`src/sv/zcc_pkg.sv`:
```
// Package for the caseless zero-trim string comparator: codes, character constants and types.
`timescale 1ns / 1ps

package zcc_pkg;

  localparam int MAX_LEN_DEF = 256;

  // Request codes
  localparam logic [1:0] REQ_APPEND_A = 2'd0;
  localparam logic [1:0] REQ_APPEND_B = 2'd1;
  localparam logic [1:0] REQ_COMPARE  = 2'd2;

  // Order codes (two's complement)
  localparam logic signed [1:0] ORDER_LT = -2'sd1;
  localparam logic signed [1:0] ORDER_EQ = 2'sd0;
  localparam logic signed [1:0] ORDER_GT = 2'sd1;

  // Characters
  localparam logic [7:0] CH_SPACE    = 8'd32;
  localparam logic [7:0] CH_ZERO     = 8'h30;
  localparam logic [7:0] CH_LOWER_A  = 8'h61;
  localparam logic [7:0] CH_LOWER_Z  = 8'h7a;
  localparam logic [7:0] CASE_OFFSET = 8'd32;

  typedef enum logic [2:0] {
    ST_IDLE,
    ST_TRAIL_RD,
    ST_TRAIL_CHK,
    ST_LEAD_RD,
    ST_LEAD_CHK,
    ST_CMP_RD,
    ST_CMP_CHK,
    ST_DONE
  } state_t;

  // Per-byte classification
  typedef struct packed {
    logic is_space;
    logic is_lead;   // '0' or space
  } byte_cls_t;

  // Folded byte comparison
  typedef struct packed {
    logic eq;
    logic a_lt_b;
  } byte_cmp_t;

endpackage

```
`src/sv/zcc_strbuf.sv`:
```
// Single string buffer: one write port, one read port with registered data.
`timescale 1ns / 1ps

module zcc_strbuf #(
  parameter int DEPTH = zcc_pkg::MAX_LEN_DEF,
  parameter int AW    = (DEPTH > 1) ? $clog2(DEPTH) : 1
) (
  input  logic          clk,
  input  logic          wr_en,
  input  logic [AW-1:0] wr_addr,
  input  logic [7:0]    wr_data,
  input  logic [AW-1:0] rd_addr,
  output logic [7:0]    rd_data
);

  logic [7:0] mem [DEPTH];

  always_ff @(posedge clk) begin
    if (wr_en) begin
      mem[wr_addr] <= wr_data;
    end
  end

  always_ff @(posedge clk) begin
    rd_data <= mem[rd_addr];
  end

endmodule

```
`config.mk`:
```
export PLATFORM = sky130hd
export DESIGN_NAME = zcc_strbuf
export DESIGN_NICKNAME = d
export VERILOG_FILES = /design/src/sv/zcc_pkg.sv /design/src/sv/zcc_strbuf.sv
export SDC_FILE = /design/constraint.sdc
export NUM_CORES = 2
export LEC_CHECK = 0
export ABC_AREA = 1
export BUFFER_PORTS_ARGS = -buffer_cell sky130_fd_sc_hd__buf_4
export CAP_MARGIN = 20
export CELL_PAD_IN_SITES_DETAIL_PLACEMENT = 0
export CELL_PAD_IN_SITES_GLOBAL_PLACEMENT = 1
export CORE_ASPECT_RATIO = 1.25
export CORE_UTILIZATION = 43
export CTS_CLUSTER_SIZE = 12
export DETAILED_ROUTE_END_ITERATION = 10
export PLACE_DENSITY_LB_ADDON = 0.05
export SKIP_LAST_GASP = 1
export SLEW_MARGIN = 30
export SYNTH_ARGS = -nofsm -noshare
export SYNTH_HDL_FRONTEND = slang
export SYNTH_SLANG_ARGS = --single-unit
```
`constraint.sdc`:
```
create_clock -name clk -period 1.9 [get_ports clk]
set_clock_uncertainty 0.15 [all_clocks]
set_input_delay 0 -clock clk [delete_from_list [all_inputs] [get_ports clk]]
set_output_delay 0 -clock clk [all_outputs]
set_load 0.01 [all_outputs]
```
# Word-level counts from Yosys, hierarchy flattened

Memories as Yosys holds them, arrays and structs flattened. A register that Yosys moved wholly into a read port is not among the register bits.
Index checks and enable logic that the tools add are counted.
Widths: inputs -> output; s select.

Input port bits: 26
Word-level logic and storage cells: 3
Bits in registers: 0
RAM bits: 2048
Memories kept: 1

Memories:

| memory | depth | width | rd ports | clocked after memory_dff | write ports | line             | source |
|---|---|---|---|---|---|---|---|
| mem    | 256   | 8     | 1        | 1                        | 1           | zcc_strbuf.sv:16 | `logic [7:0] mem [DEPTH];` |

Multiplexer cells: 2

Operators with widths:

| operator | count |
|---|---|
| $mux 1   | 2 |

# Logic depth before layout (Yosys ltp)

Depth after elaboration: 2
Mapped depth: 15
Depth with buffers taken out: 11

# Worst setup path after synthesis

No wires, ideal clock.

Kind: input -> register
From: input wr_en
To: memory mem[162][0] (enable)
Cell stages on the path: 4
Buffers on the path: 2
Slack: 0.259 ns
Setup time: 0.370 ns
Arrival time: 1.121 ns
Path through: clkbuf_1 > nand3_1 > clkbuf_1 > nor2_1

Word-level cells in the longest chain between the ends: 2

Ends and longest elaborated chain:

| element                      | line             | source |
|---|---|---|
| from (decl)                  | zcc_strbuf.sv:9  | `input logic wr_en,` |
| $mux 1                       | zcc_strbuf.sv:19 | `if (wr_en) begin` |
| $mux 1 (not written as such) | zcc_strbuf.sv:20 | `mem[wr_addr] <= wr_data;` |
| to (decl)                    | zcc_strbuf.sv:16 |  |

No other way between the ends.

==> metrics.yaml <==
vias: 55955
ctsHoldBuffers: 31
routed_via_density: 5.48
grt_max_degree: 76
worstSetupStartpointType: "flip-flop"
finalHoldViolCount: 8
crit_chain: "nand2_1 -> nand3_1 -> nand3_1 -> nand3_1 -> nand3_1 -> nand3_2 -> nand3_1 -> nand2_1 -> nand2_1 -> nand2_1"
crit_type: "flip-flop to flip-flop"
cts_root_buf: "clkbuf_16"
power.density_mw_per_mm2: 966
yosysTopAreaCell: "edfxtp_1"
yosysWarnings: 0
area_delta_synth_final_pct: 18.4
synth_top_family_by_area: "simple AND/OR/NAND/NOR gates"
layout_setup_ws_ns: 0.0283
setup_violations: 0
yosys-top-cells-count: "nand2_1 (2123), edfxtp_1 (2048), nand3_1 (2019), nor2_1 (283), buf_2 (268)"
violations: "hold timing"
slowest_stage: "edfxtp_1"
port_buffers: 33
fmax_mhz: 534
max_slew_margin_pct: 39.0
clockBufferDepth: 3
dp.cells: 9827
drc: 0
status: "complete, but fails checks"
dp_slack_ns: -0.726
hold_slack_ns: -0.592
path_max_fanout: 1
syn_area_per_cell_um2: 11.9
synth_compound_area_share_pct: 0
grt_overflow_total: 0
fp.dieW_um: 396
fin_setup_tns_ns: 0
slew_violations: 0
gp_congestion: 0.838
ys_types: 14
arrival_ns: 2.46
p_leak_nw: 35.4
cp_data_required_time_ns: 2.49
fp.dieH_um: 494
cts_tree: "done"
fin_crit_sh_pct: 98.5
drt_wl_total_mm: 264
syn_area_mm2: 0.0834
rsz0062_at_grt: "yes"
antenna_found_initial: 15
hold_class: "primary input to flip-flop"
clk_pin_slew_ns: 0.06
post-dp-hpwl_mm: 164
synth_edf_count: 2048
grt_pass1_wl_mm: 382
synth.top_cell.area_share_pct: 73.7
synthMostInstantiatedCell: "nand2_1"
synth_mux_area_share_pct: 0
synthAdderAreaFrac_pct: 0
grt_pass1_vias: 54211
final_cells: 10217
wire_per_inst_um: 25.9
ys_async_sr_fraction_pct: 0
tightestPinTransition_ns: 0.911
peakVddDrop_mv: 0.864
syn_inst: 7003
drive_gt1_share_pct: 14.4
cts_made_buffers: 208
ios: 34
cts_max_level: 4
setup.worst_path.end_class: "flip-flop"
synth_simple_gate_area_share_pct: 22.9
grtUsageTotal_pct: 26.9
ant_nets: 0
fin_crit_ns: 1.87
yosysSeqAreaShare_pct: 73.9
fin_util_pct: 51.3
crit_top_cell: "nand3_1"
cts_sinks: 2056
synth_ff_type: "edfxtp_1"
core_mm2: 0.193
synth_seq_cells: 2056
worstSkewPairLatency_ns: 0.86
drt_iter0_drc: 5073
start_util_pct: 43.3
firstDrtPassIters: 5
num_rows: 180
die_area_mm2: 0.196
max_cap_viol_count: 0
yosys-top-cells-area: "edfxtp_1 (74%), nand3_1 (12%), nand2_1 (9.6%), buf_2 (1.6%), nor2_1 (1.3%)"
slowest_delay_ns: 0.36
num-nets-final: 7546
synthXorXnorAreaFrac_pct: 0
synth.net_count: 7029
==> layout make-up <==
cell class,count,area (um2)
Timing Repair Buffer,790,7940
Sequential cell,2056,61700
Clock inverter,76,553
Tap cell,2548,3190
Antenna cell,3,7.51
Fill cell,16896,93800
Inverter,39,180
Clock buffer,280,5610
Multi-Input combinational cell,4425,19600
==> worst max-delay path, delay by kind of cell, from the launching register on <==
family,cells,cell delay [ns]
flops,1,0.36
simple gates,10,1.24
==> through the flow <==
step | hold slack [ns] | cell area (um2) | total power [mW]
global route | -0.625 | 98700 | 98.1
finish | -0.592 | 98700 | 95.3
detailed placement | 0.238 | 91800 | 57.9
floorplan | -0.0511 | 83400 | 54.1
global placement | 0.235 | 91800 | 57.9
CTS | -0.665 | 98500 | 96.0
==> state kept, by name, summed over array words and instances, names as in the netlist <==
signal,cells
mem,2048
rd_data,8
==> kinds of logic (layout without fill, tap and decap cells) <==
kind of cell | Yosys count | after routing
simple gates | 4425 | 4425
flops | 2056 | 2056
buf+inv | 522 | 1185
other cells | 0 | 3
==> power by group <==
group	internal [mW]	switching, mW
logic	2.13	4.91
clock network	21.2	17.0
registers	50.0	0.0704
==> timing repair <==
item | CTS | global route
resized for setup | 43 | 38
endpoints found under the setup margin | 8 | 14
pin swaps | 0 | 1
endpoints found under the hold margin | 3601 | 8
buffers inserted | 0 | 0
==> cell usage in the layout (no fill, tap or decap), drive strengths merged, types with 3 or more instances in the layout <==
cell type	Yosys	routed
nand2	2123	2123
edfxtp	2048	2048
nand3	2019	2019
buf	371	762
nor2	283	283
clkbuf	112	280
clkinv	0	63
inv	39	46
dlygate4sd3	0	26
dfxtp	8	8
bufinv	0	5
diode	0	3
==> final timing paths <==
kind,from,depth (start not counted),endpoint,slack [ns]
max,mem[102][4]$_DFFE_PP_,10,rd_data[4]$_DFF_P_,0.03
min reg2reg,mem[12][0]$_DFFE_PP_,10,rd_data[0]$_DFF_P_,0.84
min,rd_addr[7],3,rd_data[5]$_DFF_P_,-0.59
max reg2reg,mem[102][4]$_DFFE_PP_,10,rd_data[4]$_DFF_P_,0.03
==> per-layer routing <==
layer / vias up / global-route usage [%] / wire length, um
met5: - / 0 / 43
met4: 8 / 10.2 / 10200
met3: 400 / 4.79 / 16600
met2: 1738 / 43.9 / 127000
met1: 27905 / 36.0 / 110000
li1: 25904 / - / -
No activity file was read; power rests on OpenSTA's default activity.
