**src/sv/zcc_pkg.sv**
```systemverilog
// Package for the caseless zero-trim string comparator: codes, character constants and types.
`timescale 1ns / 1ps

package zcc_pkg;

  localparam int MAX_LEN_DEF = 256;

  // Request codes
  localparam logic [1:0] REQ_APPEND_A = 2'd0;
  localparam logic [1:0] REQ_APPEND_B = 2'd1;
  localparam logic [1:0] REQ_COMPARE  = 2'd2;

  // Order codes (two's complement)
  localparam logic signed [1:0] ORDER_LT = -2'sd1;
  localparam logic signed [1:0] ORDER_EQ = 2'sd0;
  localparam logic signed [1:0] ORDER_GT = 2'sd1;

  // Characters
  localparam logic [7:0] CH_SPACE    = 8'd32;
  localparam logic [7:0] CH_ZERO     = 8'h30;
  localparam logic [7:0] CH_LOWER_A  = 8'h61;
  localparam logic [7:0] CH_LOWER_Z  = 8'h7a;
  localparam logic [7:0] CASE_OFFSET = 8'd32;

  typedef enum logic [2:0] {
    ST_IDLE,
    ST_TRAIL_RD,
    ST_TRAIL_CHK,
    ST_LEAD_RD,
    ST_LEAD_CHK,
    ST_CMP_RD,
    ST_CMP_CHK,
    ST_DONE
  } state_t;

  // Per-byte classification
  typedef struct packed {
    logic is_space;
    logic is_lead;   // '0' or space
  } byte_cls_t;

  // Folded byte comparison
  typedef struct packed {
    logic eq;
    logic a_lt_b;
  } byte_cmp_t;

endpackage

```
**src/sv/zcc_fold_cmp.sv**
```systemverilog
// Shared byte unit: classifies both bytes and compares them after upper-case folding.
`timescale 1ns / 1ps

module zcc_fold_cmp (
  input  logic                  [7:0] byte_a,
  input  logic                  [7:0] byte_b,
  output zcc_pkg::byte_cls_t          cls_a,
  output zcc_pkg::byte_cls_t          cls_b,
  output zcc_pkg::byte_cmp_t          cmp
);

  logic [7:0] up_a;
  logic [7:0] up_b;

  function automatic logic [7:0] fold_upper(input logic [7:0] c);
    if (c >= zcc_pkg::CH_LOWER_A && c <= zcc_pkg::CH_LOWER_Z) begin
      return c - zcc_pkg::CASE_OFFSET;
    end
    return c;
  endfunction

  assign up_a = fold_upper(byte_a);
  assign up_b = fold_upper(byte_b);

  assign cls_a.is_space = (byte_a == zcc_pkg::CH_SPACE);
  assign cls_a.is_lead  = (byte_a == zcc_pkg::CH_SPACE) || (byte_a == zcc_pkg::CH_ZERO);
  assign cls_b.is_space = (byte_b == zcc_pkg::CH_SPACE);
  assign cls_b.is_lead  = (byte_b == zcc_pkg::CH_SPACE) || (byte_b == zcc_pkg::CH_ZERO);

  assign cmp.eq     = (up_a == up_b);
  assign cmp.a_lt_b = (up_a < up_b);

endmodule

```
**config.mk**
```make
export PLATFORM = sky130hd
export DESIGN_NAME = zcc_fold_cmp
export DESIGN_NICKNAME = d
export VERILOG_FILES = /design/src/sv/zcc_pkg.sv /design/src/sv/zcc_fold_cmp.sv
export SDC_FILE = /design/constraint.sdc
export NUM_CORES = 1
export LEC_CHECK = 0
export BUFFER_PORTS_ARGS = -buffer_cell sky130_fd_sc_hd__buf_2
export CAP_MARGIN = 20
export CORE_AREA = 3 3 40 42
export DETAILED_ROUTE_END_ITERATION = 10
export DIE_AREA = 0 0 43 45
export SLEW_MARGIN = 5
export SYNTH_ARGS = -nofsm -noshare
export SYNTH_HDL_FRONTEND = slang
export SYNTH_SLANG_ARGS = --single-unit
```
**constraint.sdc**
```tcl
create_clock -name vclk -period 3.05
set_input_delay 0.4575 -clock vclk [all_inputs]
set_output_delay 0.4575 -clock vclk [all_outputs]
set_load 0.02 [all_outputs]
```
; ---- Word level (Yosys, flattened, before mapping)
; Index checks and enable logic that the tools add are counted.
; W data, S select, Z words.
[classes]
n_eq_ne = 5
muxes = 6
order_cmp = 5
n_reduce_logical = 4
addsub = 2
[op_table]
columns = operator, count
row1 = $eq A8 B6 Y1 const B, 4
row2 = $mux W8, 4
row3 = $ge A8 B7 Y1 const B, 2
row4 = $le A8 B7 Y1 const B, 2
row5 = $sub A8 B6 Y8 const B, 2
row6 = $eq A8 B8 Y1, 1
row7 = $lt A8 B8 Y1, 1
row8 = $logic_and A1 B1 Y1, 2
row9 = $logic_or A1 B1 Y1, 2
row10 = $mux W1, 2
[totals]
in_bits = 16
word_cells = 22
out_inout_bits = 6
register_bits = 0

; ---- Logic depth before layout (Yosys ltp)
; Gate-level depths: netlist (run 1).
[logic_depth]
word_depth = 5
depth_mapped = 8
depth_no_buf = 8

; ---- Worst setup path after synthesis (run 1)
; OpenSTA, ideal clock, no wires.
[synth_path]
path_type = in2out
startpoint = input byte_b[3]
endpoint = output cmp[0] (netlist name)
n_path_buf = 0
arrival_time_ps = 2349
required_time_ps = 2592
path_slack_ps = 243
path_stages = 7
cell_sequence = or4_4 > o22ai_2 > o21ai_0 > ha_1 > a21oi_1 > nand2_1 > a211oi_1
[synth_lines]
columns = element, line_no
row1 = from (decl), zcc_fold_cmp.sv:6  ; input logic [7:0] byte_b,
row2 = to (decl), zcc_fold_cmp.sv:9  ; output zcc_pkg::byte_cmp_t cmp

==> flow_summary.toml, run 1 <==
[floorplanning]
start_util_pct = 33.2
die_area_sq_um = 1940
dieWidth_um = 43
ios = 22
core_sq_um = 1280
rows = 13
die_h_um = 45

[hold_path]
hold_end = "cls_b[0]"
worstHoldPathType = "in -> out"
whs_path_depth = 3
hold_start = "byte_b[7]"

[drt]
vias = 489
wirelength_um = 917
ant_nets = 0
firstDrtPassIters = 4
drt_iter0_markers = 4
via_per_inst = 5.15
drc = 0
wl_per_cell_um = 9.65

[logic_synthesis]
synthTopCellsByCount = "12 x ha_1, 9 x inv_1, 7 x nand3_1"
yosys_warnings = 0
post_synth_and_or_nand_nor_area_fraction_pct = 28.4
yosysMostFrequentCell = "ha_1"
synth_top_family_by_area = "adder cells"
synth_top_area_share_pct = 35.2
synthAdderAreaFrac_pct = 35.2
synthCells = 58
ys_top_cells_by_area = "ha_1 35%, nand3_1 8.2%, inv_1 7.9%"
yosys.area.top_type = "ha_1"
syn-num-nets = 86
muxShareOfSynthArea_pct = 0
synth_area_per_cell_sq_um = 7.36
synth_area_sq_um = 427
synth_cell_types = 20
seq_area_frac_synth_pct = 0
synth-xor-area-share_pct = 0
synth_compound_area_share_pct = 28.4

[cells_and_area]
seq_cell_count = 0
antenna_cells = 0
syn2layout_area_growth_pct = 30.2
multiInputGateArea_sq_um = 393
final_nets = 110
regArea_sq_um = 0
utilization_pct = 43.2
layout-drive-gt1-share_pct = 32.5
fillCellCount = 132
clkbuf_count = 0

[pwr]
pwr-share-seq_pct = 0
p_total_uw = 64.9
p_leak_nw = 0.295
comb_power_share_pct = 100.0
switching_share_pct = 55.2
p_per_area_nw_per_um2 = 117
peakVddDrop_mv = 0.0568
power_frac_clock_pct = 0
switchingPower_uw = 35.8
p_int_uw = 29.0

[global_route]
grt_pass1_wl_mm = 1.59
grt_usage_pct = 9.87
first_global_vias = 378
grt_overflow = 0
grt_max_degree = 8
antenna_found_initial = 0

[placed_design]
port_buffers = 22
place_hpwl_um = 848
routabilityCongestion = 0.703
pre_cts_ws_ns = 0.209

[timing]
finalWorstSetupSlack_ns = 0.215
finalSetupViolCount = 0
layout_min_cycle_time_ns = 2.84
slew_viol_final = 0
slew_headroom_pct = 84.8
finalCritPeriodShare_pct = 93.0
rsz0062_at_grt = "no"
hold_viol = 0
tns_ns = 0
fmax_mhz = 353
tightest_slew_ns = 0.227

[critical_path]
critical_path.startpoint_type = "input port"
critPathRequiredTime_ns = 2.59
worstSetupPathType = "in -> out"
cpPeakStageDelay_ns = 0.54
worstPathCellList = "buf_2, or4_4, o22ai_2, o21ai_0, ha_1, a21oi_1, nand2_1, a211oi_1, buf_2"
path_max_fanout = 3
arrival_ns = 2.38
crit_top_cell = "buf_2"
crit_slowest_cell = "or4_4"
cp-end-kind = "output port"

[clock_tree]
post_cts_buffers = 0
cts_resized = 0
cts_hold_buf = 0

[status]
status = "completed"

[flow_run]
cap_violations = 0
## cell families after synthesis
| kind of cell | count (synthesis) |
|---|---|
| buffers and inverters | 9 |
| and+or+nand+nor | 21 |
| adders and majority gates | 12 |
| AOI/OAI and AO/OA | 16 |
## power by group through the flow
stage | Clock, mW | Sequential (mW) | Combinational, mW
floorplan | 0 | 0 | 0.0392
global placement | 0 | 0 | 0.0650
detailed placement | 0 | 0 | 0.0655
CTS | 0 | 0 | 0.0659
global route | 0 | 0 | 0.0747
finish | 0 | 0 | 0.0649
## area by class of cell
cell class                      count  area share [%]
Inverter                            9            6.08
Multi-Input combinational cell     49            70.7
Timing Repair Buffer               22            19.8
Tap cell                           15            3.38
## worst max-delay path, delay by kind of cell
kind                       cells  cell delay [ns]
buffers and inverters          2             0.30
adders and majority gates      1             0.32
AOI/OAI and AO/OA              4             0.68
and+or+nand+nor                2             0.60
## worst max-delay path by stage
stage / slack, ns / endpoint / depth (start not counted) / startpoint
after global routing: 0.08 / cmp[0] / 9 / byte_b[3]
after CTS: 0.20 / cmp[0] / 9 / byte_b[3]
final: 0.21 / cmp[0] / 9 / byte_b[3]
after floorplan: 0.24 / cmp[0] / 7 / byte_b[3]
after detailed placement: 0.21 / cmp[0] / 9 / byte_b[3]
after global placement: 0.21 / cmp[0] / 9 / byte_b[3]
## layer usage
metal | vias up | global-route usage [%] | routed length [um] | part of all wire, %
met5 | - | 0 | 0 | 0
li1 | 265 | - | - | -
met2 | 13 | 15.3 | 393 | 43
met3 | 0 | 0.398 | 60 | 6.5
met1 | 211 | 16.0 | 463 | 50
met4 | 0 | 0 | 0 | 0
## layout by cell type (no fill, tap or decap), types with 2 or more instances in the layout
cell / n
buf_2: 22
ha_1: 12
inv_1: 9
nand3_1: 7
nand2_1: 4
a21oi_1: 4
a211oi_1: 3
or4_4: 2
nor3_1: 2
o22ai_2: 2
o31a_1: 2
nand4_1: 2
## metrics by stage
step | cell area [sq um] | instances | hold WS, ns
6_report | 556 | 95 | 1.23
5_1_grt | 556 | 95 | 1.25
4_1_cts | 556 | 95 | 1.23
3_5_place_dp | 556 | 95 | 1.23
3_3_place_gp | 556 | 95 | 1.23
2_1_floorplan | 427 | 58 | 0.997
(Power assumes the default switching activity.)
==> run 2: changes to the inputs <==
- SETUP_SLACK_MARGIN: not set -> 0.5
- clock period: 3.05 -> 3.6 ns (I/O delays scaled with it)
==> run 2 against run 1 <==
Combinational power fell by 13%. Hold slack improved by 0.17 ns. Via count rose by 0.61%. Critical path depth did not move. Global-route usage rose by 0.25 points. Cell count did not move. Count of clock-buffer cells in the layout did not move.
==> flow_summary.toml, run 2 (same netlist as run 1, synthesis figures left out) <==
[status]
status = "completed"

[drt]
via_per_inst = 5.18
drc = 0
vias = 492
wirelength_um = 933
drt_iter0_markers = 8
firstDrtPassIters = 4
ant_nets = 0
wl_per_cell_um = 9.82

[placed_design]
port_buffers = 22
routabilityCongestion = 0.703
place_hpwl_um = 869
place_area_sq_um = 556

[timing]
finalSetupViolCount = 0
slew_headroom_pct = 83.6
slew_viol_final = 0
rsz0062_at_grt = "no"
layout_min_cycle_time_ns = 2.96
finalCritPeriodShare_pct = 82.3
holdWs_ns = 1.40
tightest_slew_ns = 0.246
fmax_mhz = 338
tns_ns = 0
hold_viol = 0

[cells_and_area]
layout_commonest_cell = "buf_2"
utilization_pct = 43.8
seq_cell_count = 0
regArea_sq_um = 0
antenna_cells = 0
final_nets = 110
syn2layout_area_growth_pct = 32.0
final_area_sq_um = 563
clkbuf_count = 0
final_cell_mix = "22 x buf_2, 12 x ha_1, 9 x inv_1, 7 x nand3_1"
layout-drive-gt1-share_pct = 32.5

[floorplanning]
start_util_pct = 33.2
core_sq_um = 1280
ios = 22
dieWidth_um = 43
die_area_sq_um = 1940
die_h_um = 45
rows = 13

[critical_path]
crit_slowest_cell = "or4_4"
worstSetupPathType = "in -> out"
path_max_fanout = 3
cpPeakStageDelay_ns = 0.55
cp-end-kind = "output port"
critical_path.startpoint_type = "input port"
crit_top_cell = "buf_2"
critPathRequiredTime_ns = 3.06
arrival_ns = 2.42
worstPathCellList = "buf_2, or4_4, o22ai_2, o31a_1, ha_1, a21oi_1, nand2_1, a211oi_1, buf_2"
cp-startpoint = "byte_a[3]"

[global_route]
grt_max_degree = 8
grt_pass1_wl_mm = 1.64
grt_overflow = 0
grt_usage_pct = 10.1
antenna_found_initial = 0
first_global_vias = 401

[pwr]
peakVddDrop_mv = 0.0470
p_per_area_nw_per_um2 = 101
p_leak_nw = 0.295

[flow_run]
cap_violations = 0

[hold_path]
hold_start = "byte_b[7]"
worstHoldPathType = "in -> out"
whs_path_depth = 3

[clock_tree]
cts_hold_buf = 0
-- run 2: cell counts in the layout (fill, tap and decap cells not counted) --
No cell type changed its count.
-- run 2: through the flow --
step	setup slack, ns	total power [mW]	cells
3_5_place_dp	0.592	0.0555	95
4_1_cts	0.585	0.0558	95
5_1_grt	0.504	0.0651	95
2_1_floorplan	0.628	0.0333	58
3_3_place_gp	0.593	0.0550	95
6_report	0.637	0.0566	95
-- run 2: where the power goes --
| group | total (mW) | leakage [nW] | internal [mW] | switching [mW] |
|---|---|---|---|---|
| sequential | 0 | 0 | 0 | 0 |
| combinational | 0.0566 | 0.295 | 0.0252 | 0.0314 |
| clock | 0 | 0 | 0 | 0 |
| total | 0.0566 | 0.295 | 0.0252 | 0.0314 |
-- run 2: area by class of cell --
cell class | instances | area [sq um]
fill | 137 | 722
inverter | 9 | 33.8
multi-input combinational | 49 | 400
tap | 15 | 18.8
timing repair buffer | 22 | 110
-- run 2: critical path: cells and delay by family --
kind,cells,cell delay [ns]
compound gates,4,0.71
simple gates,2,0.62
buf+inv,2,0.30
fa+ha+maj,1,0.25
-- run 2: worst paths after layout --
| kind | end | slack [ns] |
|---|---|---|
| setup / recovery | cmp[0] | 0.64 |
| hold / removal | cls_b[0] | 1.40 |
-- run 2: routing by layer --
layer,GRT usage [%],wire length [um]
met5,0,0
met2,16.2,393
met3,0.398,61
met1,16.0,478
met4,0,0
-- run 2: what timing repair did --
item	in CTS	in global routing
gates resized for setup	0	2
setup endpoints to repair	0	1
endpoints found under the hold margin	0	0
setup buffers	0	0
